[src/hdl/acm_ram.sv]
module acm_ram #(
  parameter int WIDTH = 17,
  parameter int DEPTH = 128
) (
  input  logic                     clk,
  input  logic                     we,
  input  logic [$clog2(DEPTH)-1:0] waddr,
  input  logic [WIDTH-1:0]         wdata,
  input  logic [$clog2(DEPTH)-1:0] raddr,
  output logic [WIDTH-1:0]         rdata
);
  logic [WIDTH-1:0] mem [DEPTH];

  always_ff @(posedge clk) begin
    if (we) mem[waddr] <= wdata;
    rdata <= mem[raddr];
  end
endmodule

[config.mk]
export PLATFORM = sky130hd
export DESIGN_NAME = acm_ram
export DESIGN_NICKNAME = d
export VERILOG_FILES = /design/src/hdl/acm_ram.sv
export SDC_FILE = /design/constraint.sdc
export NUM_CORES = 2
export LEC_CHECK = 0
export BUFFER_PORTS_ARGS = -buffer_cell sky130_fd_sc_hd__buf_2
export CAP_MARGIN = 10
export CELL_PAD_IN_SITES_DETAIL_PLACEMENT = 1
export CELL_PAD_IN_SITES_GLOBAL_PLACEMENT = 2
export CORE_AREA = 2 2 412 414
export DETAILED_ROUTE_END_ITERATION = 16
export DIE_AREA = 0 0 414 416
export GPL_ROUTABILITY_DRIVEN = 0
export PLACE_DENSITY_LB_ADDON = 0.1
export SLEW_MARGIN = 20
export SYNTH_ARGS = -nofsm -noshare
export SYNTH_HDL_FRONTEND = slang
export SYNTH_SLANG_ARGS = --single-unit
[constraint.sdc]
create_clock -name clk -period 4.5 [get_ports clk]
set_input_delay 0.675 -clock clk [delete_from_list [all_inputs] [get_ports clk]]
set_output_delay 0.675 -clock clk [all_outputs]
set_load 0.1 [all_outputs]
==> summary by stage <==
Run status
The flow ran to the end, and the final reports show no timing, DRC or antenna violations.

Clock tree
The root buffer cell chosen for the clock tree is sky130_fd_sc_hd__clkbuf_16. No sink is reached through more buffers than the 3 on the longest clock path. The post-cts gate resize count is 0. Buffers added to address setup during post-CTS repair amount to 0. The number of buffers added by the clock tree synthesis step is 218. The maximum level of the CTS H-tree is 4. The CTS tree is built. For the worst-skew pair, the clock arrives at the later sink with an insertion delay of 850 ps. The clock sink count is ~2,200.

In this run, post-CTS hold repair placed 0 buffers. Clock-pin slew was measured on the worst setup and hold paths at 60 ps.

Floorplanning
The number of top-level pins is 50. The height of the chip is 416 um. In this run the horizontal extent of the chip is 414 um. The area of the placeable core is 168,000 sq um. For this configuration, the core starts out at a cell density of 49.6%. In this run the core area contains between 150 and 200 standard-cell rows.

The die covers 172,000 sq um.

Setup path
Counting cells, the worst reg-to-reg path comes to 4. The launch instance of the worst register-to-register path is mem[118][9]$_DFFE_PP_. The worst setup path is captured at a register.

The worst register-to-register path ends at rdata[9]$_DFF_P_. The worst setup path is launched from an input port. The endpoint arrival time on the critical path is 3670 ps. In this run the worst path has a maximum fanout of 26.

The critical path is of the input port to register type. The required time reported for the critical path endpoint is 5240 ps. Across all register-to-register paths, the minimum setup slack is 1940 ps. The launch point of the critical path is raddr[0].

STA
The upper clock frequency limit is about 0.34 GHz. The measured slew at the worst slew-check pin is 1110 ps. The aggregate negative setup slack is 0 ps. The hold violation count in the final report came to 0. The max-slew violation total from the final report is 0. The worst clock skew is 24.8 ps. The worst path meets setup with 1570 ps of slack. The portion of the clock cycle consumed by the worst path in the final layout is 65.2%.

Setup violations remaining at the end of the flow were counted as 0. The post-route worst hold slack is 251 ps. Setup repair after global routing left no endpoint under its margin. The time the worst path needs with I/O delays and setup is 2930 ps. The headroom to the max-slew limit is 26.3%.

GRT
The first global-routing pass estimated 313,000 um of wire. The number of global-route vias before repair came to 40,200. Across every metal layer, demand over resource in global routing totals 26.3%. The largest net degree at the start of global routing is 96. Summed over all layers, the global routing overflow is 0. The number of antenna violations at the first check in global routing is 31.

Synthesis
In the synthesized netlist the dominant register cell turns out to be sky130_fd_sc_hd__edfxtp_1. Yosys mapped the design onto 17 distinct sky130hd cell types. Summed over its instances, the top area cell type makes up 78.3% of the synthesized netlist area. The net count of the mapped netlist is roughly 3,300. The simple logic cell fraction of the synthesized area is 0.836%. Measured against the total synthesized area, the mux share comes to 19.5%. The most instantiated library cell after synthesis is sky130_fd_sc_hd__edfxtp_1. Yosys attributes the largest share of cell area to sky130_fd_sc_hd__edfxtp_1, sky130_fd_sc_hd__mux4_2, sky130_fd_sc_hd__nor2_1, sky130_fd_sc_hd__clkbuf_1, sky130_fd_sc_hd__dfxtp_1.

Of the total synthesized cell area, the portion taken by full adders, half adders and majority gates is 0%. Yosys mapped a number of flops with a built-in enable equal to 2,176. The complex-gate fraction of the synthesized area is 0%. Sorting the synthesized cells by how often they occur yields sky130_fd_sc_hd__edfxtp_1, sky130_fd_sc_hd__mux4_2, sky130_fd_sc_hd__nor2_1. By area, the combinational part of the netlist is dominated by multiplexers. The synthesized instance count is 3,269. The biggest area consumer among synthesized cells is sky130_fd_sc_hd__edfxtp_1.

The XOR/XNOR share of the synthesized area is 0%. The share of synthesized area occupied by flip-flops and latches is roughly four fifths. The area of the mapped netlist is 83,400 sq um. The post-synthesis area per instance is between 20 and 30 sq um.

The async set-reset flop share out of synthesis is 0%. During synthesis, Yosys emitted a total of 0 warnings. The number of synthesized register bits is 2,193.

Routing
The post-detailed-route DRC marker count is 0. In the final routed layout, each cell accounts on average for 36.8 um. The detailed-router iteration count before antenna repair is 5. The total wire length is 222,000 um. The routed layout has 37,900 vias. In this run the remaining antenna-violating nets after routing total 0. In this run, the number of DRC markers left after iteration 0 of detailed routing was 4,103. Using the TritonRoute via totals, the vias-per-cell ratio works out to 6.27.

Finish
Of the cells placed in the final design, the portion with a size suffix greater than 1 is 38.4%. The design area is about 96,000 sq um. Fill cells in the final layout number approximately 14,000.

The count of placed standard cells in the final layout, fillers left out is 6,036. The net count of the finished layout is 3,656. From synthesis to final layout, the design area changed by 14.7%. Cells fill 56.9% of the core in the end.

Min path
The count of cells along the worst hold path is 1. The worst hold path terminates at mem[118][12]$_DFFE_PP_. The min-delay analysis places its worst path in the category input port to register. The launch point of the worst hold path is wdata[12].

Placed design
Once placement completed, the tool counted placed cells totaling approximately 5,600. The HPWL after detailed placement is 130,000 um. The count of buffers from port buffering is 49. Once placement finished, the instance area stood at slightly below 90,000 sq um.

OpenSTA, run right after detailed placement, puts the worst setup slack at 626 ps.

Power and ir drop
Of the total power, the clock network draws 42.3%. The overall power of the completed layout is 43.4 mW. In this run, flip-flops and latches consume 52.2% of the power. The total power density per cell area is 454 nW/um^2.

The worst-case vdd ir drop is 0.430 mV. The internal power contribution is 34.1 mW. In this run switching power makes up 21.3% of total power. For this design the total switching power over the nets is roughly 9.3 mW. In this run the static leakage power is 29.7 nW. The combinational share of power is 5.5%.

Run
Max-cap violations in this run came to 0.
==> cell type report <==
cell class                      count  area (sq um)  area share, %
Sequential cell                  2193         65700           68.6
Multi-Input combinational cell    901         17300           18.1
Clock buffer                      271          5810           6.07
Tap cell                         2218          2780           2.90
Timing Repair Buffer              309          2710           2.83
Clock inverter                    137          1380           1.45
Antenna cell                        7          17.5         0.0183
==> layout by cell type, fill, tap and decap left out, drive strengths merged <==
cell type,n
mux2,17
clkinvlp,9
nand2,14
nand4,3
nor2,122
nor2b,7
dfxtp,17
nand2b,2
inv,7
bufinv,28
clkinv,93
or3,1
clkbuf,271
nand3,12
edfxtp,2176
mux4,714
nor3,9
buf,309
diode,7
==> metal layers <==
metal,share of wire (%),GRT usage [%]
met1,40,36.6
met2,49,41.8
met3,8.2,6.29
met4,2.9,8.04
met5,0.023,0
==> critical path, stage by stage <==
cell,delay [ps]
sky130_fd_sc_hd__buf_8,310
sky130_fd_sc_hd__buf_12,280
sky130_fd_sc_hd__buf_4,360
sky130_fd_sc_hd__mux4_2,560
sky130_fd_sc_hd__mux4_2,550
sky130_fd_sc_hd__mux4_2,590
sky130_fd_sc_hd__mux2_2,310
==> power by group through the flow <==
| stage | Sequential [mW] | Clock [mW] | Combinational (mW) |
|---|---|---|---|
| after global routing | 22.7 | 19.4 | 2.50 |
| after detailed placement | 23.1 | 0 | 2.40 |
| after floorplan | 23.2 | 0 | 1.11 |
| final | 22.7 | 18.4 | 2.38 |
| after CTS | 22.7 | 18.7 | 2.41 |
| after global placement | 23.1 | 0 | 2.34 |
==> cells by family after synthesis <==
logic type	Yosys count
muxes	731
DFF	2193
buffers and inverters	175
and+or+nand+nor	170
==> worst max path at each step <==
stage | to | cells past startpoint
finish | rdata[6]$_DFF_P_ | 7
floorplan | rdata[0]$_DFF_P_ | 8
detailed placement | rdata[6]$_DFF_P_ | 7
global placement | rdata[6]$_DFF_P_ | 7
global route | rdata[6]$_DFF_P_ | 7
CTS | rdata[6]$_DFF_P_ | 7
==> flip-flops by register name, indices dropped and copies added, names as in the netlist <==
| register | cells |
|---|---|
| mem | 2176 |
| rdata | 17 |
Power figures use the tool's default switching activity.
