==> config.mk <==
export PLATFORM = sky130hd
export DESIGN_NAME = acm_div
export DESIGN_NICKNAME = d
export VERILOG_FILES = /design/src/hdl/acm_pkg.sv /design/src/hdl/acm_div.sv
export SDC_FILE = /design/constraint.sdc
export NUM_CORES = 1
export LEC_CHECK = 0
export ABC_AREA = 1
export BUFFER_PORTS_ARGS = -buffer_cell sky130_fd_sc_hd__buf_2
export CAP_MARGIN = 25
export CORE_MARGIN = 4
export CORE_UTILIZATION = 29
export DETAILED_ROUTE_END_ITERATION = 12
export GPL_TIMING_DRIVEN = 0
export PLACE_DENSITY = 0.46
export SLEW_MARGIN = 25
export SYNTH_ARGS = -nofsm -noshare
export SYNTH_HDL_FRONTEND = slang
export SYNTH_SLANG_ARGS = --single-unit
==> constraint.sdc <==
create_clock -name clk -period 5.3 [get_ports clk]
set_input_delay 0.265 -clock clk [delete_from_list [all_inputs] [get_ports clk]]
set_output_delay 0.265 -clock clk [all_outputs]
set_load 0.05 [all_outputs]
==> src/hdl/acm_pkg.sv <==
package acm_pkg;

  localparam int unsigned UNITY16 = 65536;

  typedef enum logic [1:0] {
    KIND_FRAME = 2'd0,
    KIND_START = 2'd1,
    KIND_TABLE = 2'd2,
    KIND_NONE  = 2'd3
  } kind_t;

  typedef enum logic [1:0] {
    CURVE_LINEAR = 2'd0,
    CURVE_SMOOTH = 2'd1,
    CURVE_EQPOW  = 2'd2,
    CURVE_CUSTOM = 2'd3
  } curve_t;

  typedef struct packed {
    logic [1:0]         kind;
    logic signed [23:0] outgoing_left;
    logic signed [23:0] outgoing_right;
    logic signed [23:0] incoming_left;
    logic signed [23:0] incoming_right;
    logic [1:0]         fade_curve;
    logic [31:0]        fade_length;
    logic               table_side;
    logic [5:0]         table_index;
    logic [16:0]        table_value;
  } in_item_t;

  typedef struct packed {
    logic signed [23:0] mixed_left;
    logic signed [23:0] mixed_right;
    logic               fade_active;
    logic [16:0]        fade_position;
  } out_item_t;

  // divider control between sequencer and divider
  typedef struct packed {
    logic        start;
    logic [47:0] num;
    logic [31:0] den;
  } div_req_t;

  // equal-power ROM, first half; second half is mirrored
  function automatic logic [16:0] ep_rom(input logic [5:0] k);
    logic [16:0] r;
    case (k)
      6'd0: r = 17'd0;       6'd1: r = 17'd1570;    6'd2: r = 17'd3069;
      6'd3: r = 17'd4502;    6'd4: r = 17'd5876;    6'd5: r = 17'd7196;
      6'd6: r = 17'd8466;    6'd7: r = 17'd9690;    6'd8: r = 17'd10873;
      6'd9: r = 17'd12018;   6'd10: r = 17'd13128;  6'd11: r = 17'd14205;
      6'd12: r = 17'd15253;  6'd13: r = 17'd16274;  6'd14: r = 17'd17270;
      6'd15: r = 17'd18243;  6'd16: r = 17'd19195;  6'd17: r = 17'd20128;
      6'd18: r = 17'd21043;  6'd19: r = 17'd21943;  6'd20: r = 17'd22828;
      6'd21: r = 17'd23700;  6'd22: r = 17'd24560;  6'd23: r = 17'd25410;
      6'd24: r = 17'd26250;  6'd25: r = 17'd27082;  6'd26: r = 17'd27907;
      6'd27: r = 17'd28726;  6'd28: r = 17'd29541;  6'd29: r = 17'd30351;
      6'd30: r = 17'd31158;  6'd31: r = 17'd31964;  6'd32: r = 17'd32768;
      default: r = 17'd0;
    endcase
    return r;
  endfunction

  function automatic logic [16:0] ep_point(input logic [6:0] k);
    logic [16:0] r;
    if (k >= 7'd64) r = 17'(UNITY16);
    else if (k <= 7'd32) r = ep_rom(k[5:0]);
    else r = 17'(UNITY16) - ep_rom(6'(7'd64 - k));
    return r;
  endfunction

endpackage

==> src/hdl/acm_div.sv <==
// restoring divider, one quotient bit a cycle
module acm_div (
  input  logic               clk,
  input  logic               rst_n,
  input  acm_pkg::div_req_t  req,
  output logic               done,
  output logic [47:0]        quot
);
  import acm_pkg::*;

  logic [47:0] q_r, q_nxt;
  logic [32:0] rem_r, rem_nxt;
  logic [31:0] den_r;
  logic [5:0]  cnt_r, cnt_nxt;
  logic        busy_r, busy_nxt;
  logic        done_r, done_nxt;
  logic [32:0] trial;

  always_comb begin
    q_nxt = q_r;
    rem_nxt = rem_r;
    cnt_nxt = cnt_r;
    busy_nxt = busy_r;
    done_nxt = 1'b0;
    trial = {rem_r[31:0], q_r[47]};
    if (busy_r) begin
      q_nxt = {q_r[46:0], 1'b0};
      if (trial >= {1'b0, den_r}) begin
        rem_nxt = trial - {1'b0, den_r};
        q_nxt[0] = 1'b1;
      end else begin
        rem_nxt = trial;
      end
      cnt_nxt = cnt_r - 6'd1;
      if (cnt_r == 6'd1) begin
        busy_nxt = 1'b0;
        done_nxt = 1'b1;
      end
    end
  end

  always_ff @(posedge clk) begin
    if (!rst_n) begin
      busy_r <= 1'b0;
      done_r <= 1'b0;
      cnt_r <= '0;
    end else if (req.start) begin
      busy_r <= 1'b1;
      done_r <= 1'b0;
      cnt_r <= 6'd48;
      q_r <= req.num;
      rem_r <= '0;
      den_r <= req.den;
    end else begin
      busy_r <= busy_nxt;
      done_r <= done_nxt;
      cnt_r <= cnt_nxt;
      q_r <= q_nxt;
      rem_r <= rem_nxt;
    end
  end

  assign done = done_r;
  assign quot = q_r;

`ifndef ASSERT_OFF
  a_done_after_busy: assert property (@(posedge clk) disable iff (!rst_n)
    done_r |-> !busy_r) else $error("divider done while busy");
  a_cnt_zero_idle: assert property (@(posedge clk) disable iff (!rst_n)
    !busy_r && !req.start |=> !busy_r) else $error("divider started itself");
  a_cnt_bound: assert property (@(posedge clk) disable iff (!rst_n)
    cnt_r <= 6'd48) else $error("divider count out of range");
`endif
endmodule

==> results of run 1 <==
==> synthesized netlist by cell type, types with 4 or more instances <==
master / count
sky130_fd_sc_hd__nand2_1: 449
sky130_fd_sc_hd__inv_1: 177
sky130_fd_sc_hd__edfxtp_1: 112
sky130_fd_sc_hd__nor2_1: 105
sky130_fd_sc_hd__ha_1: 34
sky130_fd_sc_hd__nand3_1: 29
sky130_fd_sc_hd__a21oi_1: 20
sky130_fd_sc_hd__nand3b_1: 15
sky130_fd_sc_hd__nor2_2: 11
sky130_fd_sc_hd__xor2_1: 11
sky130_fd_sc_hd__clkbuf_1: 10
sky130_fd_sc_hd__nand2_2: 10
sky130_fd_sc_hd__nand3_2: 10
sky130_fd_sc_hd__and2_1: 8
sky130_fd_sc_hd__dfxtp_1: 8
sky130_fd_sc_hd__buf_6: 6
sky130_fd_sc_hd__nand4_1: 6
sky130_fd_sc_hd__inv_2: 4
sky130_fd_sc_hd__nor2_4: 4
sky130_fd_sc_hd__o21ai_0: 4
sky130_fd_sc_hd__xnor2_1: 4
==> flip-flops by register name (all words and copies together) (netlist names) <==
name    cells
quot       48
den_r      32
rem_r      32
cnt_r       6
busy_r      1
done        1
==> stage by stage <==
stage | worst slack [ns] | instance area, sq um
after detailed placement | 2.73 | 9020
after floorplan | 2.56 | 7880
after global placement | 1.29 | 8960
after CTS | 2.71 | 9750
after global routing | 2.49 | 9760
final | 2.72 | 9760
==> how the worst max path moves through the flow <==
stage | to | slack (ns) | cells past startpoint
after floorplan | quot[0] | 2.56 | 3
after global placement | rem_r[20] | 1.29 | 3
after detailed placement | rem_r[28] | 2.73 | 16
after CTS | rem_r[28] | 2.71 | 16
after global routing | rem_r[28] | 2.49 | 16
final | rem_r[28] | 2.72 | 16
==> metal layers <==
metal  share of wire  GRT usage
met1            0.48      0.198
met2            0.44      0.238
met3           0.068     0.0472
met4          0.0070     0.0343
met5         0.00054          0
==> cells by family (layout without fill, tap and decap cells) <==
logic type,count (synthesis),in the layout,synth area share
simple gates,658,658,0.353
buf+inv,204,381,0.107
flops,120,120,0.447
fa+ha+maj,35,35,0.0565
compound gates,28,28,0.0200
xor+xnor,15,15,0.0167
==> timing repair <==
item                                    CTS  global route
endpoints found under the setup margin    0             0
hold buffers                             12             1
endpoints found under the hold margin    12             1
gates resized for setup                   0             0
==> worst max-delay path, delay by kind of cell (launching register included) <==
family | cells | cell delay [ns]
adders and majority gates | 2 | 0.60
and+or+nand+nor | 12 | 1.17
buffers and inverters | 2 | 0.18
DFF | 1 | 0.39
==> cell type report <==
type	instances	area (sq um)
inverters	182	686
well taps	341	427
flip-flops and latches	120	3520
repair buffers	145	836
fillers	2887	17100
clock buffers	17	425
clock inverters	15	180
plain buffers	22	156
multi-input cells	736	3530
==> power by group <==
group          internal [uW]  leakage (uW)  switching (uW)
Clock                    715      0.000301             518
Combinational            352       0.00360             726
Sequential              1160       0.00115            46.7
==> impl_summary.log, run 1 <==
INFO  metric run_status = completed
INFO  metric nets = 1342
INFO  metric postSynthCellCount = 1060
INFO  metric dp.cells = 1533
INFO  metric vdd_ir_drop_max = between 200 and 250 uV
INFO  metric fin_tns_setup = 0 ns
INFO  metric post_layout_instance_count_excluding_filler_cells = 1578
INFO  metric antenna_cells = 0
INFO  metric netlist.area_leader.share = 0.427
INFO  metric placeableCoreArea = 26900 sq um
INFO  metric finalSetupViolations = 0
INFO  metric power-per-cell-area = 361 nW/um^2
INFO  metric max_freq = 387 MHz
INFO  metric postSynthRegisterBits = 120
INFO  metric io_pins = ~130
INFO  metric r2r_slack = 2.72 ns
INFO  metric leakage = 0.00506 uW
INFO  metric yosys.cell_types.count = 35
INFO  metric worst_slew_margin_rel = 0.598
INFO  metric worst-endpoint-arrival = 2.76 ns
INFO  metric chipWidth = ~170 um
INFO  metric avgViaCountPerCell = 4.27
INFO  metric crit_type = reg2reg
INFO  metric setup.worst_path.start_class = register
INFO  metric hold_path_startpoint = req[21]
INFO  metric clock-root-buffer = sky130_fd_sc_hd__clkbuf_16
INFO  metric r2r_cells = 16
INFO  metric fp-row-count = 60
INFO  metric layout_cells_sized_above_1 = 0.182
INFO  metric critical_path.max_stage_delay = roughly 0.46 ns
INFO  metric cts-root-to-sink-buffers = 2
INFO  metric timing.hold.worst_endpoint = den_r[21]
INFO  metric dominantRegCellSynth = sky130_fd_sc_hd__edfxtp_1
INFO  metric timing.critical_path.slowest_stage_cell = sky130_fd_sc_hd__fa_1
INFO  metric timing.max_cap.violations = 0
INFO  metric worst_hold_slack = 0.0182 ns
INFO  metric route.detailed.wl_per_inst = 14.0 um
INFO  metric tritoncts.num_buffers = 17
INFO  metric cp-end-kind = register
INFO  metric synth_sequential_area_ratio = 0.447
INFO  metric fin_worst_skew = 0.0126 ns
INFO  metric type_of_the_most_critical_hold_path = in2reg
INFO  metric finalWirelength = 22200 um
INFO  metric worst-endpoint-required = 5.48 ns
INFO  metric antenna_found_initial = 1
INFO  metric period_minus_slack = 2.58 ns
INFO  metric grt.overflow.total = 0
INFO  metric first_pass_grt_wire_length = 35700 um
INFO  metric fin_total_pwr = 3520 uW
INFO  metric die_h = 173 um
INFO  metric grt_util_all_layers = 0.149
INFO  metric clock_latency = 0.43 ns
INFO  metric drtIter0Drc = 316
INFO  metric floorplan.die_area = 29900 sq um
INFO  metric drtPass1Iterations = 4
INFO  metric postCtsSetupRepairBufs = 0
INFO  metric max_slew.worst_pin.slew = 0.604 ns
INFO  metric hold_violations = 0
INFO  metric syn-cell-area = 7880 sq um
INFO  metric portBuffers = 130
INFO  metric grt_start_max_net_pins = 42
INFO  metric first_global_vias = about 7000
INFO  metric initial_core_util = 0.293
INFO  metric grt_setup_unrepaired = false
INFO  metric synth.top_cells.by_area = sky130_fd_sc_hd__edfxtp_1, sky130_fd_sc_hd__nand2_1, sky130_fd_sc_hd__inv_1
INFO  metric place.detailed.hpwl = 17500 um
INFO  metric most-common-layout-cells = sky130_fd_sc_hd__nand2_1, sky130_fd_sc_hd__inv_1, sky130_fd_sc_hd__buf_2
INFO  metric worstHoldPathCells = 1
INFO  metric routabilityCongestion = 0.870
INFO  metric post_synth.cell_area_avg = ~7.4 sq um
INFO  metric cp_common_cell = sky130_fd_sc_hd__nand2_1
INFO  metric synth_edf_count = 112
INFO  metric rr_endpoint = rem_r[28]
INFO  metric post-route-drc-count = 0
INFO  metric synth-warning-count = 0
INFO  metric timing.final.crit_share = 0.487
INFO  metric r2r-start = quot[47]
INFO  metric cts.sinks = 120
INFO  metric clk_pin_slew = ~0.060 ns
INFO  metric layout_commonest_cell = sky130_fd_sc_hd__nand2_1
INFO  metric htree_num_levels = 4
INFO  metric cts_tree = built
INFO  metric path_max_fanout = 4
INFO  metric synthDominantAreaCellType = sky130_fd_sc_hd__edfxtp_1
INFO  metric crit_path_start = quot[47]
INFO  metric utilization = 0.363
INFO  metric synth_fp_nets = 1178
INFO  metric ys_async_sr_fraction = 0
INFO  metric area.growth.synth_to_final = 23.8%
INFO  metric worstPathCellList = inv_1 -> ha_1 -> inv_1 -> fa_1 -> nand2_1 -> nand2_1 -> nand3_1 -> nand2_1 -> nand2_1 -> nand2_1 -> nand2_1 -> nand2_1 -> nand2_1 -> nand2_1 -> nor2_1 -> nor2_1
INFO  metric ant_nets = 0
INFO  metric slew_violations = 0
INFO  metric total_via_count_after_detailed_routing = 6740
No activity file was read; power rests on OpenSTA's default activity.
==> inputs of run 2 (changes only) <==
- ABC_AREA: 1 -> 0
- clock period: 5.3 -> 2.6 ns (I/O delays scaled with it)
==> run 2 against run 1 <==
  * The flow now finishes with violations (negative setup slack)
  * Sequential share of layout area is 1.8 points lower
  * Via count fell by 17%
  * Global-route usage down 0.20 points
  * Clock skew fell by 0.00061 ns
  * Critical path type unchanged
  * Highest routed layer is now met4
==> impl_summary.log, run 2 <==
INFO  metric antenna_found_initial = 0
INFO  metric grt_util_all_layers = 0.147
INFO  metric antenna_cells = 0
INFO  metric fp-row-count = between 50 and 60
INFO  metric critical_path.max_stage_delay = 0.43 ns
INFO  metric worst-endpoint-arrival = 3.23 ns
INFO  metric drtPass1Iterations = 4
INFO  metric setup.worst_path.start_class = register
INFO  metric route.detailed.wl_per_inst = approximately 17 um
INFO  metric max_slew.worst_pin.slew = 0.912 ns
INFO  metric utilization = 0.453
INFO  metric cp-end-kind = register
INFO  metric syn-cell-area = approximately 6700 sq um
INFO  metric netlist.area_leader.share = 0.505
INFO  metric first_global_vias = 5766
INFO  metric flip_flop_count_of_the_largest_register_after_layout = 48
INFO  metric comb_power_share = 0.350
INFO  metric avgViaCountPerCell = 4.90
INFO  metric timing.critical_path.slowest_stage_cell = sky130_fd_sc_hd__edfxtp_1
INFO  metric cp_num_buf_inv = 6
INFO  metric first_pass_grt_wire_length = 30000 um
INFO  metric dominantRegCellSynth = sky130_fd_sc_hd__edfxtp_1
INFO  metric grt_setup_unrepaired = true
INFO  metric grt_start_max_net_pins = 45
INFO  metric vdd_ir_drop_max = 353 uV
INFO  metric fin_worst_skew = 0.0119 ns
INFO  metric initial_core_util = 0.294
INFO  metric max_freq = 323 MHz
INFO  metric synthDominantAreaCellType = sky130_fd_sc_hd__edfxtp_1
INFO  metric power-per-cell-area = approximately 730 nW/um^2
INFO  metric period_minus_slack = 3.10 ns
INFO  metric post_layout_instance_count_excluding_filler_cells = 1137
INFO  metric place.detailed.hpwl = 12800 um
INFO  metric cts_tree = built
INFO  metric cts.sinks = 120
INFO  metric routabilityCongestion = roughly 0.8
INFO  metric critical-path-top-delay-family = simple AND/OR/NAND/NOR gates
INFO  metric clock-root-buffer = sky130_fd_sc_hd__clkbuf_16
INFO  metric die_h = 160 um
INFO  metric clk_pwr_share = 0.325
INFO  metric run_status = finished, violations left
INFO  metric cp_common_cell = sky130_fd_sc_hd__buf_6
INFO  metric chipWidth = 160 um
INFO  metric postLayoutSetupSlackWorst = -0.497 ns
INFO  metric grt.overflow.total = 0
INFO  metric crit_type = reg2reg
INFO  metric most-common-layout-cells = sky130_fd_sc_hd__buf_2, sky130_fd_sc_hd__edfxtp_1, sky130_fd_sc_hd__dlygate4sd3_1
INFO  metric synth.most_common_cell = sky130_fd_sc_hd__edfxtp_1
INFO  metric swShare = 0.324
INFO  metric post_synth.cell_area_avg = between 10 and 15 sq um
INFO  metric cts-root-to-sink-buffers = 2
INFO  metric synth_top_cells_by_count = sky130_fd_sc_hd__edfxtp_1, sky130_fd_sc_hd__mux2_2, sky130_fd_sc_hd__inv_1
INFO  metric total_switching_power = 2410 uW
INFO  metric total_via_count_after_detailed_routing = between 5000 and 6000
INFO  metric postSynthCellCount = about 570
INFO  metric io_pins = about 130
INFO  metric synth-warning-count = 0
INFO  metric finalWirelength = 19700 um
INFO  metric hold_violations = 0
INFO  metric timing.max_cap.violations = 0
INFO  metric leakage = 0.00419 uW
INFO  metric synth_fp_nets = 691
INFO  metric synth.top_cells.by_area = sky130_fd_sc_hd__edfxtp_1, sky130_fd_sc_hd__mux2_2, sky130_fd_sc_hd__ha_1
INFO  metric timing.final.crit_share = 1.19
INFO  metric portBuffers = 131
INFO  metric synth_sequential_area_ratio = 0.529
INFO  metric intPower = 5040 uW
INFO  metric clk_pin_slew = 0.07 ns
INFO  metric type_of_the_most_critical_hold_path = in2reg
INFO  metric layout_cells_sized_above_1 = 0.446
INFO  metric path_max_fanout = 7
INFO  metric ys_async_sr_fraction = 0
INFO  metric violations = negative setup slack
INFO  metric nets = around 960
INFO  metric drtIter0Drc = 284
INFO  metric worst-endpoint-required = 2.73 ns
INFO  metric post-route-drc-count = 0
INFO  metric slew_violations = 0
INFO  metric htree_num_levels = 4
INFO  metric layout_commonest_cell = sky130_fd_sc_hd__buf_2
INFO  metric yosys.cell_types.count = 57
INFO  metric postSynthRegisterBits = 120
INFO  metric placeableCoreArea = 22600 sq um
INFO  metric worst_slew_margin_rel = 0.392
INFO  metric clock_latency = 0.42 ns
INFO  metric synth_edf_count = 112
INFO  metric worstPathCellList = ha_4 -> nand2_4 -> or3_4 -> or3_4 -> o211ai_4 -> a31oi_4 -> buf_4 -> buf_6 -> buf_6 -> buf_6 -> buf_6 -> buf_6 -> xnor2_1 -> nand2_1 -> a21oi_1
INFO  metric finalSetupViolations = 33
INFO  metric floorplan.die_area = 25500 sq um
INFO  metric sequentialPowerShare = 0.325
INFO  metric dp.cells = around 1000
INFO  metric ant_nets = 0
INFO  metric tritoncts.num_buffers = 17
INFO  metric area.growth.synth_to_final = 54.0%
## run 2: cell type report
cell class | instances | area (sq um)
fillers | 2080 | 12400
multi-input cells | 385 | 3590
flip-flops and latches | 120 | 3520
repair buffers | 253 | 1900
clock buffers | 18 | 429
well taps | 285 | 357
inverters | 44 | 165
clock inverters | 14 | 161
plain buffers | 18 | 139
## run 2: worst paths after layout
| kind | start | end | slack [ns] | cells after the start |
|---|---|---|---|---|
| max | rem_r[15] | rem_r[26] | -0.50 | 15 |
| min reg2reg | cnt_r[1] | cnt_r[1] | 0.51 | 2 |
| min | req[68] | quot[36] | 0.01 | 2 |
| max reg2reg | rem_r[15] | rem_r[26] | -0.50 | 15 |
## run 2: cells by family (layout without fill, tap and decap cells)
logic type	count (synthesis)	count (layout)	synth area share
flops	120	120	0.529
compound gates	126	126	0.126
fa+ha+maj	35	35	0.0669
xor+xnor	30	30	0.0394
buf+inv	68	347	0.0407
mux	58	58	0.0962
simple gates	136	136	0.102
## run 2: per-stage QoR
stage | setup TNS, ns | hold slack [ns] | cell area [sq um] | worst slack [ns] | power, uW
after floorplan | -2.52 | 0.229 | 6710 | -0.620 | 3660
after global placement | -82.04 | 0.308 | 7720 | -0.727 | 4070
after global routing | -9.85 | 0.00237 | 10300 | -0.594 | 7770
final | -6.66 | 0.0125 | 10300 | -0.497 | 7450
after CTS | -6.43 | 0.000308 | 9650 | -0.507 | 7100
after detailed placement | -15.72 | 0.308 | 7770 | -0.709 | 4090
## run 2: what timing repair did
action / CTS / global route
hold buffers: 55 / 1
gates cloned: 3 / 1
pin swaps: 27 / 41
resized for setup: 80 / 80
buffers inserted: 33 / 27
hold endpoints to repair: 55 / 1
endpoints found under the setup margin: 33 / 33
## run 2: metal layers
| metal | track usage | vias up | share of wire |
|---|---|---|---|
| met5 | 0 | - | 0 |
| met4 | 0.0434 | 0 | 0.017 |
| met3 | 0.0549 | 28 | 0.074 |
| met2 | 0.245 | 202 | 0.48 |
| met1 | 0.178 | 2680 | 0.43 |
| li1 | - | 2665 | - |
## run 2: power by group through the flow
stage | Clock [uW] | Combinational (uW) | Sequential [uW]
floorplan | 0 | 1060 | 2600
global placement | 0 | 1630 | 2450
detailed placement | 0 | 1650 | 2440
CTS | 2470 | 2210 | 2420
global route | 2550 | 2780 | 2440
finish | 2420 | 2610 | 2420
==> inputs of run 3 (changes only) <==
- BUFFER_PORTS_ARGS: -buffer_cell sky130_fd_sc_hd__buf_2 -> -buffer_cell sky130_fd_sc_hd__buf_4
==> run 3 against run 2 <==
  * The flow still finishes with violations (negative setup slack)
  * First-iteration DRC count fell by 2.8%
  * Sequential share of layout area shrank 1.2 points
  * Largest cell class unchanged
  * Clock skew increased by 0.0011 ns
  * Critical path type unchanged
  * Sequential power hardly changed
  * Total power about the same
  * Via count is 0.70% lower
==> impl_summary.log, run 3 (same netlist as run 2, synthesis figures left out) <==
INFO  metric dp.cells = a little under 1000
INFO  metric total_via_count_after_detailed_routing = between 5000 and 6000
INFO  metric flip_flop_count_of_the_largest_register_after_layout = 48
INFO  metric busiest_layer = met2
INFO  metric hold_violations = 0
INFO  metric first_pass_grt_wire_length = 30500 um
INFO  metric fin_worst_skew = 0.0130 ns
INFO  metric timing.final.crit_share = 1.17
INFO  metric routabilityCongestion = about 0.85
INFO  metric max_slew.worst_pin.slew = slightly above 0.9 ns
INFO  metric layout.filler_cells = 2009
INFO  metric drtPass1Iterations = 4
INFO  metric postLayoutSetupSlackWorst = -0.434 ns
INFO  metric post_layout_instance_count_excluding_filler_cells = 1135
INFO  metric layout_commonest_cell = sky130_fd_sc_hd__buf_4
INFO  metric clk_pwr_share = 0.303
INFO  metric htree_num_levels = 4
INFO  metric drtIter0Drc = roughly 280
INFO  metric avgViaCountPerCell = about 4.9
INFO  metric critical_path.max_stage_delay = ~0.44 ns
INFO  metric utilization = 0.470
INFO  metric antenna_cells = 0
INFO  metric postLayoutCellArea = about 11000 sq um
INFO  metric chipWidth = 160 um
INFO  metric die_h = 160 um
INFO  metric layout_cells_sized_above_1 = 0.476
INFO  metric clk_pin_slew = 0.07 ns
INFO  metric cp_common_cell = sky130_fd_sc_hd__a221oi_4
INFO  metric dpl-instance-area = 8100 sq um
INFO  metric antenna_found_initial = 0
INFO  metric cts_tree = built
INFO  metric place.detailed.hpwl = 12900 um
INFO  metric met3_usage = 0.0585
INFO  metric slew_violations = 0
INFO  metric area.growth.synth_to_final = 59.8%
INFO  metric grt_setup_unrepaired = true
INFO  metric cp-end-kind = register
INFO  metric grt_util_all_layers = 0.149
INFO  metric swShare = 0.324
INFO  metric clock_latency = 0.42 ns
INFO  metric worst_hold_slack = about 0.013 ns
INFO  metric fp-row-count = 55
INFO  metric vdd_ir_drop_max = ~370 uV
INFO  metric worst-endpoint-arrival = 3.32 ns
INFO  metric multi_input_area = 3680 sq um
INFO  metric crit_type = reg2reg
INFO  metric setup.worst_path.start_class = register
INFO  metric clock-root-buffer = sky130_fd_sc_hd__clkbuf_16
INFO  metric portBuffers = 131
INFO  metric max_freq = 330 MHz
INFO  metric finalWirelength = 19700 um
INFO  metric cts-root-to-sink-buffers = 2
INFO  metric violations = negative setup slack
INFO  metric groute.layer.met2.usage = 0.243
INFO  metric sequentialPowerShare = 0.326
INFO  metric leakage = 0.00431 uW
INFO  metric initial_core_util = 0.294
INFO  metric comb_power_share = 0.371
INFO  metric worstPathCellList = inv_1 -> ha_2 -> inv_2 -> fa_2 -> a21o_1 -> a221oi_4 -> o211a_4 -> buf_6 -> o21ai_4 -> a221oi_4 -> o211ai_1 -> a2111o_1 -> nand3_1
INFO  metric cts.sinks = 120
INFO  metric timing.critical_path.slowest_stage_cell = sky130_fd_sc_hd__a2111o_1
INFO  metric first_global_vias = 5737
INFO  metric io_pins = 132
INFO  metric ant_nets = 0
INFO  metric tritoncts.num_buffers = 17
INFO  metric power-per-cell-area = 700 nW/um^2
INFO  metric period_minus_slack = ~3.0 ns
INFO  metric run_status = finished, violations left
INFO  metric route.detailed.wl_per_inst = 17.3 um
INFO  metric grtUsageMet1 = 0.183
INFO  metric worst-endpoint-required = 2.89 ns
INFO  metric intPower = 5040 uW
INFO  metric timing.max_cap.violations = 0
INFO  metric nets = 956
INFO  metric finalSetupViolations = 32
INFO  metric fin_total_pwr = 7450 uW
INFO  metric cp_num_buf_inv = 3
INFO  metric total_switching_power = 2410 uW
INFO  metric grt.overflow.total = 0
INFO  metric path_max_fanout = 3
INFO  metric worst_slew_margin_rel = 0.394
INFO  metric type_of_the_most_critical_hold_path = in2reg
INFO  metric post-route-drc-count = 0
INFO  metric grt_start_max_net_pins = 46
INFO  metric regArea = 3520 sq um
INFO  metric placeableCoreArea = roughly 23000 sq um
INFO  metric floorplan.die_area = around 25000 sq um
INFO  metric most-common-layout-cells = sky130_fd_sc_hd__buf_4, sky130_fd_sc_hd__edfxtp_1, sky130_fd_sc_hd__dlygate4sd3_1
INFO  metric critical-path-top-delay-family = compound AO/OA/AOI/OAI gates
==> run 3: cell types whose count changed in the layout (fill, tap and decap cells not counted), sizes merged <==
cell         delta
dlygate4sd3     -5
buf             +5
inv             -5
bufinv          -1
clkinvlp        -1
clkbuf          -2
clkinv          +7
==> run 3: path summary, 6_finish.rpt <==
check,cells past startpoint,to,slack [ns],from
max reg2reg,13,rem_r[28],-0.43,quot[47]
max,13,rem_r[28],-0.43,quot[47]
min reg2reg,2,cnt_r[1],0.51,cnt_r[1]
min,2,quot[12],0.01,req[44]
==> run 3: worst register-to-register path, cell delays in order (launching register included) <==
cell	delay, ns
sky130_fd_sc_hd__edfxtp_1	0.39
sky130_fd_sc_hd__inv_1	0.07
sky130_fd_sc_hd__ha_2	0.17
sky130_fd_sc_hd__inv_2	0.04
sky130_fd_sc_hd__fa_2	0.35
sky130_fd_sc_hd__a21o_1	0.21
sky130_fd_sc_hd__a221oi_4	0.31
sky130_fd_sc_hd__o211a_4	0.22
sky130_fd_sc_hd__buf_6	0.11
sky130_fd_sc_hd__o21ai_4	0.06
sky130_fd_sc_hd__a221oi_4	0.28
sky130_fd_sc_hd__o211ai_1	0.17
sky130_fd_sc_hd__a2111o_1	0.44
sky130_fd_sc_hd__nand3_1	0.07
==> run 3: repair_timing <==
item / in CTS / in global routing
buffers inserted: 31 / 36
endpoints found under the hold margin: 49 / 3
hold buffers: 48 / 3
resized for setup: 81 / 106
endpoints found under the setup margin: 33 / 33
pin swaps: 36 / 51
gates cloned: 4 / 0
==> run 3: metal layers <==
metal / wire length [um] / up-vias
li1: - / 2669
met1: 8280 / 2648
met2: 9440 / 188
met3: 1560 / 31
met4: 413 / 0
met5: 0 / -
==> run 3: layout make-up <==
type / count / area share
Multi-Input combinational cell: 385 / 0.346
Sequential cell: 120 / 0.331
Timing Repair Buffer: 251 / 0.208
Clock buffer: 17 / 0.0400
Tap cell: 285 / 0.0335
Inverter: 44 / 0.0155
Buffer: 19 / 0.0145
Clock inverter: 14 / 0.0119
==> run 3: through the flow <==
| step | worst slack, ns | TNS, ns |
|---|---|---|
| after floorplan | -0.620 | -2.52 |
| after global placement | -0.708 | -79.33 |
| after detailed placement | -0.693 | -15.11 |
| after CTS | -0.516 | -9.02 |
| after global routing | -0.560 | -7.45 |
| final | -0.434 | -4.41 |
==> run 3: power groups by stage <==
stage	sequential [uW]	combinational, uW	clock (uW)
finish	2430	2760	2260
detailed placement	2450	1710	0
floorplan	2600	1060	0
CTS	2420	2350	2310
global route	2440	2960	2400
global placement	2450	1690	0
